`config.mk`:
```
export PLATFORM = sky130hd
export DESIGN_NAME = occs_sqrt_cell
export DESIGN_NICKNAME = d
export VERILOG_FILES = /design/src/design/occs_pkg.sv /design/src/design/occs_sqrt_cell.sv
export SDC_FILE = /design/constraint.sdc
export NUM_CORES = 1
export LEC_CHECK = 0
export ABC_AREA = 0
export BUFFER_PORTS_ARGS = -buffer_cell sky130_fd_sc_hd__buf_4
export CORE_MARGIN = 2
export CORE_UTILIZATION = 39
export CTS_BUF_LIST = sky130_fd_sc_hd__clkbuf_4 sky130_fd_sc_hd__clkbuf_8 sky130_fd_sc_hd__clkbuf_16
export CTS_CLUSTER_DIAMETER = 120
export CTS_CLUSTER_SIZE = 14
export DETAILED_ROUTE_END_ITERATION = 8
export PLACE_DENSITY = 0.76
export SYNTH_ARGS = -nofsm -noshare
export SYNTH_HDL_FRONTEND = slang
export SYNTH_SLANG_ARGS = --single-unit
```
`constraint.sdc`:
```
create_clock -name clk -period 2.28 [get_ports clk]
set_input_delay 0.342 -clock clk [delete_from_list [all_inputs] [get_ports clk]]
set_output_delay 0.342 -clock clk [all_outputs]
set_load 0.02 [all_outputs]
```
`src/design/occs_pkg.sv`:
```
`timescale 1ns / 1ps
// ----------------------------------------------------------------------------
// occs_pkg - shared types, constants and elaboration-time tables
// Formats, octant codes, item tag and the CORDIC arctangent / gain tables
// for the octant cosine/sine unit.
// ----------------------------------------------------------------------------
package occs_pkg;

  // Port widths, fixed by the interface
  localparam int PHASE_W = 32;
  localparam int OUT_W   = 18;

  // Defaults handed to the top level
  localparam int PHASE_FRAC_BITS_DEF = 24;
  localparam int OUT_FRAC_BITS_DEF   = 16;
  localparam int CORDIC_STAGES_DEF   = 18;

  // CORDIC datapath: signed Q.40 with headroom
  localparam int WORK_FRAC = 40;
  localparam int WORK_W    = 44;

  // 2*pi in Q.32, split for two narrow partial products
  localparam int TWO_PI_W    = 35;
  localparam int TWO_PI_LO_W = 18;
  localparam int TWO_PI_HI_W = TWO_PI_W - TWO_PI_LO_W;
  localparam logic [TWO_PI_W-1:0]    TWO_PI_Q32 = 35'h6487ED511;
  localparam logic [TWO_PI_LO_W-1:0] TWO_PI_LO  = TWO_PI_Q32[TWO_PI_LO_W-1:0];
  localparam logic [TWO_PI_HI_W-1:0] TWO_PI_HI  = TWO_PI_Q32[TWO_PI_W-1:TWO_PI_LO_W];

  // pi in Q.60 (pi/4 in Q.62)
  localparam logic [63:0] PI_Q60 = 64'h3243F6A8885A308D;

  // Register counts outside the two cell chains
  localparam int FRONT_REGS = 6;
  localparam int BACK_REGS  = 6;

  typedef enum logic [2:0] {
    OCT_0 = 3'd0,
    OCT_1 = 3'd1,
    OCT_2 = 3'd2,
    OCT_3 = 3'd3,
    OCT_4 = 3'd4,
    OCT_5 = 3'd5,
    OCT_6 = 3'd6,
    OCT_7 = 3'd7
  } oct_t;

  // Per-beat flags carried alongside the datapath
  typedef struct packed {
    logic neg;        // phase was negative: negate sine at the end
    logic sine_dir;   // CORDIC result is the sine, root is the cosine
    logic other_neg;  // root output takes a minus sign
  } tag_t;

  localparam int TAG_W = $bits(tag_t);

  // Fixed latency from accepted beat to strobe
  function automatic int occs_latency(input int stages, input int out_frac);
    return FRONT_REGS + stages + BACK_REGS + out_frac + 1;
  endfunction

  // Restoring long division, elaboration only
  function automatic logic [63:0] udiv64(input logic [63:0] num, input logic [63:0] den);
    logic [64:0] rem;
    logic [63:0] quo;
    rem = '0;
    quo = '0;
    for (int b = 63; b >= 0; b--) begin
      rem = {rem[63:0], num[b]};
      if (rem >= {1'b0, den}) begin
        rem = rem - {1'b0, den};
        quo[b] = 1'b1;
      end
    end
    return quo;
  endfunction

  // Floor integer square root, elaboration only
  function automatic logic [63:0] isqrt64(input logic [63:0] val);
    logic [63:0] n;
    logic [63:0] r;
    logic [63:0] bits;
    n = val;
    r = '0;
    bits = 64'd1 << 62;
    for (int j = 0; j < 32; j++) begin
      if (bits > n) bits = bits >> 2;
    end
    for (int j = 0; j < 32; j++) begin
      if (bits != 64'd0) begin
        if (n >= r + bits) begin
          n = n - (r + bits);
          r = (r >> 1) + bits;
        end else begin
          r = r >> 1;
        end
        bits = bits >> 2;
      end
    end
    return r;
  endfunction

  // atan(2^-i) in Q.40, series summed in Q.62 then rounded
  function automatic logic [63:0] atan_q40(input int unsigned i);
    logic [63:0] sum;
    logic [63:0] term;
    int unsigned e;
    sum = '0;
    if (i == 0) return (PI_Q60 + (64'd1 << 21)) >> 22;
    for (int k = 0; k < 32; k++) begin
      e = (2 * k + 1) * i;
      if (e <= 62) begin
        term = udiv64(64'd1 << (62 - e), 64'(2 * k + 1));
        if (k[0]) sum = sum - term;
        else sum = sum + term;
      end
    end
    return (sum + (64'd1 << 21)) >> 22;
  endfunction

  // Inverse CORDIC gain in Q.40
  function automatic logic [63:0] gain_q40(input int unsigned stages);
    logic [63:0] k2;
    k2 = 64'd1 << 62;
    for (int i = 0; i < 32; i++) begin
      if (i < stages) k2 = k2 - udiv64(k2, (64'd1 << (2 * i)) + 64'd1);
    end
    return isqrt64(k2) << (WORK_FRAC - 31);
  endfunction

endpackage

```
`src/design/occs_sqrt_cell.sv`:
```
`timescale 1ns / 1ps
// ----------------------------------------------------------------------------
// occs_sqrt_cell - one digit of a restoring integer square root
// Brings down two radicand bits, trial-subtracts, shifts in one root bit.
// ----------------------------------------------------------------------------
module occs_sqrt_cell
  import occs_pkg::*;
#(
  parameter int N      = OUT_FRAC_BITS_DEF + 1,
  parameter int SIDE_W = TAG_W + OUT_FRAC_BITS_DEF + 2
) (
  input  logic              clk,
  input  logic              rst,
  input  logic              in_valid,
  input  logic [2*N-1:0]    in_rad,
  input  logic [N+1:0]      in_rem,
  input  logic [N-1:0]      in_q,
  input  logic [SIDE_W-1:0] in_side,
  output logic              out_valid,
  output logic [2*N-1:0]    out_rad,
  output logic [N+1:0]      out_rem,
  output logic [N-1:0]      out_q,
  output logic [SIDE_W-1:0] out_side
);

  logic [N+1:0] rem_sh;
  logic [N+1:0] trial;
  logic         take;
  logic [N+1:0] rem_next;

  // remainder stays below 2^N going in, so its top two bits are zero
  assign rem_sh   = {in_rem[N-1:0], in_rad[2*N-1 -: 2]};
  assign trial    = {in_q, 2'b01};
  assign take     = rem_sh >= trial;
  assign rem_next = take ? rem_sh - trial : rem_sh;

  always_ff @(posedge clk) begin
    if (rst) begin
      out_valid <= 1'b0;
    end else begin
      out_valid <= in_valid;
    end
  end

  always_ff @(posedge clk) begin
    out_rad  <= {in_rad[2*N-3:0], 2'b00};
    out_rem  <= rem_next;
    out_q    <= {in_q[N-2:0], take};
    out_side <= in_side;
  end

endmodule

```
==> flow_summary.yaml <==
global_route:
  grt_max_degree: 17
  grtUsageTotal_pct: 18.79
  grt_overflow: 0
  grt_pass1_wl_um: 12610
  grt_pass1_vias: 2640
  antenna_found_initial: 0
cts:
  cts_buffers: 9
  clk_path_buf_depth: 2
  clk_pin_slew_ns: 0.09
  cts_tree: "built"
  ctsHtreeMaxLevel: 3
  hold_buffers: 0
  ctsResizeCount: 0
  root_buffer: "clkbuf_8"
  post_cts_buffers: 0
  cts_sinks: 90
timing:
  fin_crit_sh_pct: 91.70
  rsz0062_at_grt: "false"
  hold_ws_ns: 0.09638
  finalSetupViolCount: 0
  tns_ns: 0
  worst_slack_ns: 0.1892
  max_freq_ghz: 0.4783
  finalHoldViolCount: 0
  slew_viol_final: 0
  period_minus_slack_ns: 2.091
worst_setup_path:
  critPathRequiredTime_ns: 2.51
  worstSetupPathType: "in -> reg"
  endpoint_kind: "register"
  cp_max_fo: 9
  critPathLaunchType: "input pin"
  cp.arrival_ns: 2.32
synthesis:
  yosys_register_bits: 90
  syn_inst: 270
  synth_seq_area_share_pct: 58.02
  ys_types: 46
  syn_avg_cell_area_um2: 11.50
  ys_async_sr_fraction_pct: 0
  syn-cell-area_mm2: 0.003105
  synth_warnings: 0
  synth-edff-count: 0
  synth-main-ff-cell: "dfxtp_1"
drt:
  first_pass_iters: 4
  wl_met3_um: 697
  drtIter0Drc: 95
  drc: 0
  routed_wl_um: 8684
  dr_total_vias: 2723
  drt-wirelength-per-cell_um: 14.33
  ant_nets: 0
  dr_wl_met2_um: 4530
  wl_met1_um: 3357
  highest_layer: "met4"
  vias_per_cell: 4.493
pwr:
  vdd_drop_max_v: 0.0003123
  p_leak_nw: 2.557
  power_density_mw_per_mm2: 773.9
run_status:
  status: "completed"
die:
  die_y_um: 93.24
  chipWidth_um: 93.24
  row_count: 32
  initial_core_util_pct: 40.19
  die-area_mm2: 0.008693
  coreArea_mm2: 0.007727
  io_pins: 186
cells_and_area:
  nets: 612
  nFillCells: 591
  syn_to_final_growth_pct: 64.06
  diodes: 0
  final_common_cell: "buf_4"
  drive_gt1_share_pct: 51.79
  mostFrequentLayoutCells: "222 x buf_4, 90 x dfxtp_1, 25 x inv_1, 21 x a21oi_1, 18 x ha_1"
placement:
  portBuffers: 181
  detailed_place_hpwl_um: 7122
  dp_slack_ns: -0.1364
  gp_congestion: 0.8641
hold_path:
  holdCritPathClass: "in -> reg"
run:
  cap_violations: 0
## synth_stat cells, drive strengths merged (2+ instances only)
cell type / n / area share, %
a21oi: 22 / 3.7
a31oi: 4 / 1.0
and2: 3 / 0.60
and3: 2 / 0.40
buf: 4 / 1.5
dfxtp: 90 / 58
ha: 19 / 7.7
inv: 25 / 3.0
mux2: 14 / 5.7
nand2: 13 / 1.7
nand3: 2 / 0.32
nand4: 5 / 1.0
nor2: 12 / 1.5
nor2b: 2 / 0.40
o211ai: 5 / 1.2
o21a: 3 / 0.73
o21ai: 8 / 1.3
o21bai: 3 / 0.73
o31ai: 2 / 0.64
xnor2: 8 / 2.3
xor2: 6 / 1.7
## critical path, cell delays in order
cell     delay (ns)
buf_4          0.12
ha_1           0.35
a21oi_1        0.18
o21ai_0        0.14
a32o_1         0.30
a31oi_2        0.18
o21a_1         0.17
buf_4          0.20
mux2_2         0.35
## layout make-up
cell class	count	area, um2	area share, %
inverter	25	93.84	1.842
multi-input combinational	151	1176	23.08
timing repair buffer	222	1667	32.71
sequential	90	1802	35.36
clock inverter	6	97.59	1.916
clock buffer	10	131.4	2.579
tap	102	127.6	2.505
## routing by layer
layer / vias up / track usage, %
li1: 1376 / -
met1: 1225 / 20.11
met2: 114 / 34.95
met3: 8 / 6.124
met4: 0 / 5.392
met5: - / 0
## where the power goes
group	leakage, nW	total [mW]	internal (mW)	switching, mW
sequential	0.759	1.74	1.70	0.0348
combinational	1.68	0.987	0.514	0.473
clock	0.116	1.22	0.646	0.574
total	2.56	3.94	2.86	1.08
## kinds of logic after synthesis
logic type | after synthesis | synth area share [%]
adder cells (fa/ha/maj) | 19 | 7.655
other | 1 | 0.1208
AO/OA/AOI/OAI | 57 | 12.37
buffers and inverters | 30 | 4.633
multiplexers | 15 | 6.003
XOR/XNOR | 14 | 3.949
flip-flops | 90 | 58.02
AND/OR/NAND/NOR | 44 | 7.252
## worst paths after layout
path | startpoint | endpoint | slack, ns | depth (start not counted)
setup / recovery | in_rem[10] | out_rem[10]$_DFF_P_ | 0.19 | 9
hold / removal | in_rad[0] | out_rad[2]$_DFF_P_ | 0.1 | 1
## flip-flops by register name, summed over array words and instances, names as in the netlist
name,count
out_valid,1
out_side,21
out_rem,19
out_q,17
out_rad,32
## per-stage QoR
| step | area [um2] | util [%] | power [mW] | instances |
|---|---|---|---|---|
| finish | 5095 | 65.93 | 3.943 | 606 |
| global route | 5095 | 65.93 | 4.105 | 606 |
| CTS | 5095 | 65.93 | 3.984 | 606 |
| detailed placement | 4866 | 62.97 | 2.763 | 590 |
| global placement | 4866 | 62.97 | 2.749 | 590 |
| floorplan | 3122 | - | 2.278 | 271 |
No activity file was read; power rests on OpenSTA's default activity.
