$ cat src/design/occs_pkg.sv
`timescale 1ns / 1ps
// ----------------------------------------------------------------------------
// occs_pkg - shared types, constants and elaboration-time tables
// Formats, octant codes, item tag and the CORDIC arctangent / gain tables
// for the octant cosine/sine unit.
// ----------------------------------------------------------------------------
package occs_pkg;

  // Port widths, fixed by the interface
  localparam int PHASE_W = 32;
  localparam int OUT_W   = 18;

  // Defaults handed to the top level
  localparam int PHASE_FRAC_BITS_DEF = 24;
  localparam int OUT_FRAC_BITS_DEF   = 16;
  localparam int CORDIC_STAGES_DEF   = 18;

  // CORDIC datapath: signed Q.40 with headroom
  localparam int WORK_FRAC = 40;
  localparam int WORK_W    = 44;

  // 2*pi in Q.32, split for two narrow partial products
  localparam int TWO_PI_W    = 35;
  localparam int TWO_PI_LO_W = 18;
  localparam int TWO_PI_HI_W = TWO_PI_W - TWO_PI_LO_W;
  localparam logic [TWO_PI_W-1:0]    TWO_PI_Q32 = 35'h6487ED511;
  localparam logic [TWO_PI_LO_W-1:0] TWO_PI_LO  = TWO_PI_Q32[TWO_PI_LO_W-1:0];
  localparam logic [TWO_PI_HI_W-1:0] TWO_PI_HI  = TWO_PI_Q32[TWO_PI_W-1:TWO_PI_LO_W];

  // pi in Q.60 (pi/4 in Q.62)
  localparam logic [63:0] PI_Q60 = 64'h3243F6A8885A308D;

  // Register counts outside the two cell chains
  localparam int FRONT_REGS = 6;
  localparam int BACK_REGS  = 6;

  typedef enum logic [2:0] {
    OCT_0 = 3'd0,
    OCT_1 = 3'd1,
    OCT_2 = 3'd2,
    OCT_3 = 3'd3,
    OCT_4 = 3'd4,
    OCT_5 = 3'd5,
    OCT_6 = 3'd6,
    OCT_7 = 3'd7
  } oct_t;

  // Per-beat flags carried alongside the datapath
  typedef struct packed {
    logic neg;        // phase was negative: negate sine at the end
    logic sine_dir;   // CORDIC result is the sine, root is the cosine
    logic other_neg;  // root output takes a minus sign
  } tag_t;

  localparam int TAG_W = $bits(tag_t);

  // Fixed latency from accepted beat to strobe
  function automatic int occs_latency(input int stages, input int out_frac);
    return FRONT_REGS + stages + BACK_REGS + out_frac + 1;
  endfunction

  // Restoring long division, elaboration only
  function automatic logic [63:0] udiv64(input logic [63:0] num, input logic [63:0] den);
    logic [64:0] rem;
    logic [63:0] quo;
    rem = '0;
    quo = '0;
    for (int b = 63; b >= 0; b--) begin
      rem = {rem[63:0], num[b]};
      if (rem >= {1'b0, den}) begin
        rem = rem - {1'b0, den};
        quo[b] = 1'b1;
      end
    end
    return quo;
  endfunction

  // Floor integer square root, elaboration only
  function automatic logic [63:0] isqrt64(input logic [63:0] val);
    logic [63:0] n;
    logic [63:0] r;
    logic [63:0] bits;
    n = val;
    r = '0;
    bits = 64'd1 << 62;
    for (int j = 0; j < 32; j++) begin
      if (bits > n) bits = bits >> 2;
    end
    for (int j = 0; j < 32; j++) begin
      if (bits != 64'd0) begin
        if (n >= r + bits) begin
          n = n - (r + bits);
          r = (r >> 1) + bits;
        end else begin
          r = r >> 1;
        end
        bits = bits >> 2;
      end
    end
    return r;
  endfunction

  // atan(2^-i) in Q.40, series summed in Q.62 then rounded
  function automatic logic [63:0] atan_q40(input int unsigned i);
    logic [63:0] sum;
    logic [63:0] term;
    int unsigned e;
    sum = '0;
    if (i == 0) return (PI_Q60 + (64'd1 << 21)) >> 22;
    for (int k = 0; k < 32; k++) begin
      e = (2 * k + 1) * i;
      if (e <= 62) begin
        term = udiv64(64'd1 << (62 - e), 64'(2 * k + 1));
        if (k[0]) sum = sum - term;
        else sum = sum + term;
      end
    end
    return (sum + (64'd1 << 21)) >> 22;
  endfunction

  // Inverse CORDIC gain in Q.40
  function automatic logic [63:0] gain_q40(input int unsigned stages);
    logic [63:0] k2;
    k2 = 64'd1 << 62;
    for (int i = 0; i < 32; i++) begin
      if (i < stages) k2 = k2 - udiv64(k2, (64'd1 << (2 * i)) + 64'd1);
    end
    return isqrt64(k2) << (WORK_FRAC - 31);
  endfunction

endpackage

$ cat src/design/occs_cordic_cell.sv
`timescale 1ns / 1ps
// ----------------------------------------------------------------------------
// occs_cordic_cell - one rotation-mode CORDIC micro-rotation
// Shift by the cell index, add/subtract, register; atan constant per cell.
// ----------------------------------------------------------------------------
module occs_cordic_cell
  import occs_pkg::*;
#(
  parameter int STAGE = 0
) (
  input  logic                     clk,
  input  logic                     rst,
  input  logic                     in_valid,
  input  logic signed [WORK_W-1:0] in_x,
  input  logic signed [WORK_W-1:0] in_y,
  input  logic signed [WORK_W-1:0] in_z,
  input  tag_t                     in_tag,
  output logic                     out_valid,
  output logic signed [WORK_W-1:0] out_x,
  output logic signed [WORK_W-1:0] out_y,
  output logic signed [WORK_W-1:0] out_z,
  output tag_t                     out_tag
);

  localparam logic signed [WORK_W-1:0] ATAN = WORK_W'(atan_q40(STAGE));

  logic signed [WORK_W-1:0] dx;
  logic signed [WORK_W-1:0] dy;
  logic                     rot_pos;
  logic signed [WORK_W-1:0] x_next;
  logic signed [WORK_W-1:0] y_next;
  logic signed [WORK_W-1:0] z_next;

  // flooring shifts
  assign dx      = in_y >>> STAGE;
  assign dy      = in_x >>> STAGE;
  assign rot_pos = ~in_z[WORK_W-1];

  assign x_next = rot_pos ? in_x - dx   : in_x + dx;
  assign y_next = rot_pos ? in_y + dy   : in_y - dy;
  assign z_next = rot_pos ? in_z - ATAN : in_z + ATAN;

  always_ff @(posedge clk) begin
    if (rst) begin
      out_valid <= 1'b0;
    end else begin
      out_valid <= in_valid;
    end
  end

  always_ff @(posedge clk) begin
    out_x   <= x_next;
    out_y   <= y_next;
    out_z   <= z_next;
    out_tag <= in_tag;
  end

endmodule

$ cat config.mk
export PLATFORM = sky130hd
export DESIGN_NAME = occs_cordic_cell
export DESIGN_NICKNAME = d
export VERILOG_FILES = /design/src/design/occs_pkg.sv /design/src/design/occs_cordic_cell.sv
export SDC_FILE = /design/constraint.sdc
export NUM_CORES = 1
export LEC_CHECK = 0
export ABC_AREA = 1
export BUFFER_PORTS_ARGS = -buffer_cell sky130_fd_sc_hd__clkbuf_2
export CAP_MARGIN = 20
export CORE_ASPECT_RATIO = 1.1
export CORE_UTILIZATION = 45
export DETAILED_ROUTE_END_ITERATION = 8
export HOLD_SLACK_MARGIN = 0.15
export PLACE_DENSITY_LB_ADDON = 0.3
export SLEW_MARGIN = 40
export SYNTH_ARGS = -nofsm -noshare
export SYNTH_HDL_FRONTEND = slang
export SYNTH_SLANG_ARGS = --single-unit
$ cat constraint.sdc
create_clock -name clk -period 3.8 [get_ports clk]
set_input_delay 0.76 -clock clk [delete_from_list [all_inputs] [get_ports clk]]
set_output_delay 0.76 -clock clk [all_outputs]
set_load 0.02 [all_outputs]
==> impl_metrics.env <==
export IMPL_final_hold_viol_count=0
export IMPL_fin_crit_sh_pct=77.2
export IMPL_syn_nets=3349
export IMPL_crit_fanout=4
export IMPL_cts_root_buf="clkbuf_16"
export IMPL_holdCritStartpoint="in_tag[2]"
export IMPL_p_per_area_mw_per_mm2=346
export IMPL_drt_first_iter_violations=1916
export IMPL_tightest_slew_ns=0.886
export IMPL_layout_commonest_cell="nand2_1"
export IMPL_n_fill_cell=4109
export IMPL_drv_cap=0
export IMPL_hold_class="input port to flip-flop"
export IMPL_ys_flop_type="dfxtp_1"
export IMPL_io_pins=274
export IMPL_gr_usage_all_layers_pct=32.9
export IMPL_htree_levels=4
export IMPL_area_delta_synth_final_pct=13.9
export IMPL_syn_avg_cell_area_sq_um=5.59
export IMPL_rows=74
export IMPL_die_h_um=205
export IMPL_start_util_pct=45.6
export IMPL_grt_antenna_before_repair=1
export IMPL_period_needed_ns=2.93
export IMPL_vdd_drop_max_mv=0.363
export IMPL_p_leak_uw=0.0112
export IMPL_routabilityCongestion=1.09
export IMPL_ys_warn_count=0
export IMPL_rsz0062_at_grt="no"
export IMPL_drc=3
export IMPL_min_to="out_tag[2]"
export IMPL_cts_tree="built"
export IMPL_wirelength_um=64300
export IMPL_final_nets=3598
export IMPL_fp_dieW_um=187
export IMPL_num_vias=20000
export IMPL_cp_required_ns=4.15
export IMPL_drtPass1Iterations=9
export IMPL_viasPerCell=5.31
export IMPL_final_area_sq_mm=0.0192
export IMPL_violations="design-rule violations"
export IMPL_placed_area_sq_mm=0.0186
export IMPL_fmax_ghz=0.341
export IMPL_layout_drive_gt1_share_pct=11.9
export IMPL_start_kind="input port"
export IMPL_grt_pass1_wl_um=96800
export IMPL_slew_headroom_pct=40.9
export IMPL_clkTransAtPathRegs_ns=0.07
export IMPL_dp_hpwl_um=54000
export IMPL_antenna_left=0
export IMPL_maxSlewViolCount=0
export IMPL_synth_cell_area_sq_mm=0.0169
export IMPL_cts_buffer_depth=2
export IMPL_grt_max_degree=72
export IMPL_worstHoldPathCells=1
export IMPL_arrival_ns=3.29
export IMPL_cts_setup_buffers=0
export IMPL_diodes=0
export IMPL_yosysSeqAreaShare_pct=16.0
export IMPL_wl_per_cell_um=17.0
export IMPL_layout_common_cells="nand2_1 (1057), inv_1 (511), nor2_1 (293)"
export IMPL_cts_buffers_inserted=17
export IMPL_cts_resized=0
export IMPL_async_flop_share_pct=0
export IMPL_status="complete, but fails checks"
export IMPL_tns_ns=0
export IMPL_io_buffer_count=273
export IMPL_crit_start="in_y[0]"
export IMPL_dieArea_sq_mm=0.0383
export IMPL_ys_ff_latch=135
export IMPL_coreArea_sq_mm=0.0370
export IMPL_synthCells=3021
export IMPL_end_kind="flip-flop"
export IMPL_grt_remaining_overflow=0
export IMPL_crit_type="input port to flip-flop"
export IMPL_yosysUniqueCellTypes=41
export IMPL_power_uw=6650
export IMPL_grt_pass1_vias=18400
export IMPL_ctsHoldBuffers=0
export IMPL_setup_viol=0
export IMPL_cts_sinks=135
export IMPL_synth_edf_count=0
[worst max-delay path, stage by stage]
cell,delay [ns]
clkbuf_2,0.12
inv_1,0.05
ha_1,0.26
fa_1,0.56
inv_1,0.25
nand2_1,0.09
nand2_1,0.11
nand2_1,0.06
nand2_1,0.20
inv_1,0.13
o21ai_2,0.27
nand2_1,0.16
nand2_1,0.09
nand2_1,0.05
nand3_1,0.07
nand2_1,0.05
[cell type report]
cell class	instances	area, sq um	area share [%]
timing repair buffer	290	1510	7.85
tap	494	618	3.21
multi-input combinational	2306	11900	61.6
sequential	135	2700	14.1
clock inverter	11	150	0.781
inverter	520	1950	10.2
clock buffer	19	443	2.30
[sequential cells by signal, summed over array words and instances, names as in the netlist]
register   cells
out_x         44
out_y         43
out_valid      1
out_z         44
out_tag        3
[power breakdown]
| part | internal (uW) | switching [uW] | leakage, uW |
|---|---|---|---|
| registers | 1690 | 106 | 0.00114 |
| clock network | 1040 | 729 | 0.000286 |
| logic | 927 | 2160 | 0.00982 |
[cell usage after synthesis (12+ instances only)]
library cell,instances,area [sq um]
inv_1,511,1920
o22ai_1,14,87.6
dfxtp_1,135,2700
nand3_1,249,1250
o21bai_1,35,263
o21ai_1,12,60.1
xor2_1,44,385
nand2_2,12,75.1
buf_4,34,255
nand4_1,26,163
o21ai_0,94,470
nand2_1,1057,3970
a21oi_1,172,861
nor2_1,293,1100
ha_1,186,2330
nor2_2,28,175
nor3_1,18,90.1
[metrics by stage]
step                      instances  setup slack [ns]  hold WS (ns)  util, %
after floorplan                3021             0.670         0.788        -
after global placement         3744             0.464         0.863     50.3
after detailed placement       3745             0.497         0.865     50.3
after CTS                      3775             0.985         0.375     51.9
after global routing           3775             0.787         0.379     51.9
final                          3775             0.866         0.388     51.9
[how the worst max path moves through the flow]
stage / end / cells past startpoint
floorplan: out_z[31] / 12
global placement: out_y[32] / 16
detailed placement: out_y[32] / 16
CTS: out_y[32] / 16
global route: out_y[32] / 16
finish: out_y[32] / 16
[per-layer routing]
layer  track usage, %  share of wire (%)
met4             19.6                5.5
met5                0              0.020
met2             56.5                 47
met3             4.40                7.6
met1             39.2                 40
[logic make-up (layout without fill, tap and decap cells)]
logic type,Yosys count,count (layout),share of synthesized area [%]
xor gates and xnor gates,51,51,2.65
muxes,2,2,0.119
adders and majority gates,190,190,14.3
DFF,135,135,16.0
AOI/OAI and AO/OA,353,353,11.6
and+or+nand+nor,1710,1710,41.6
buffers and inverters,580,840,13.8
No activity file was read; power rests on OpenSTA's default activity.
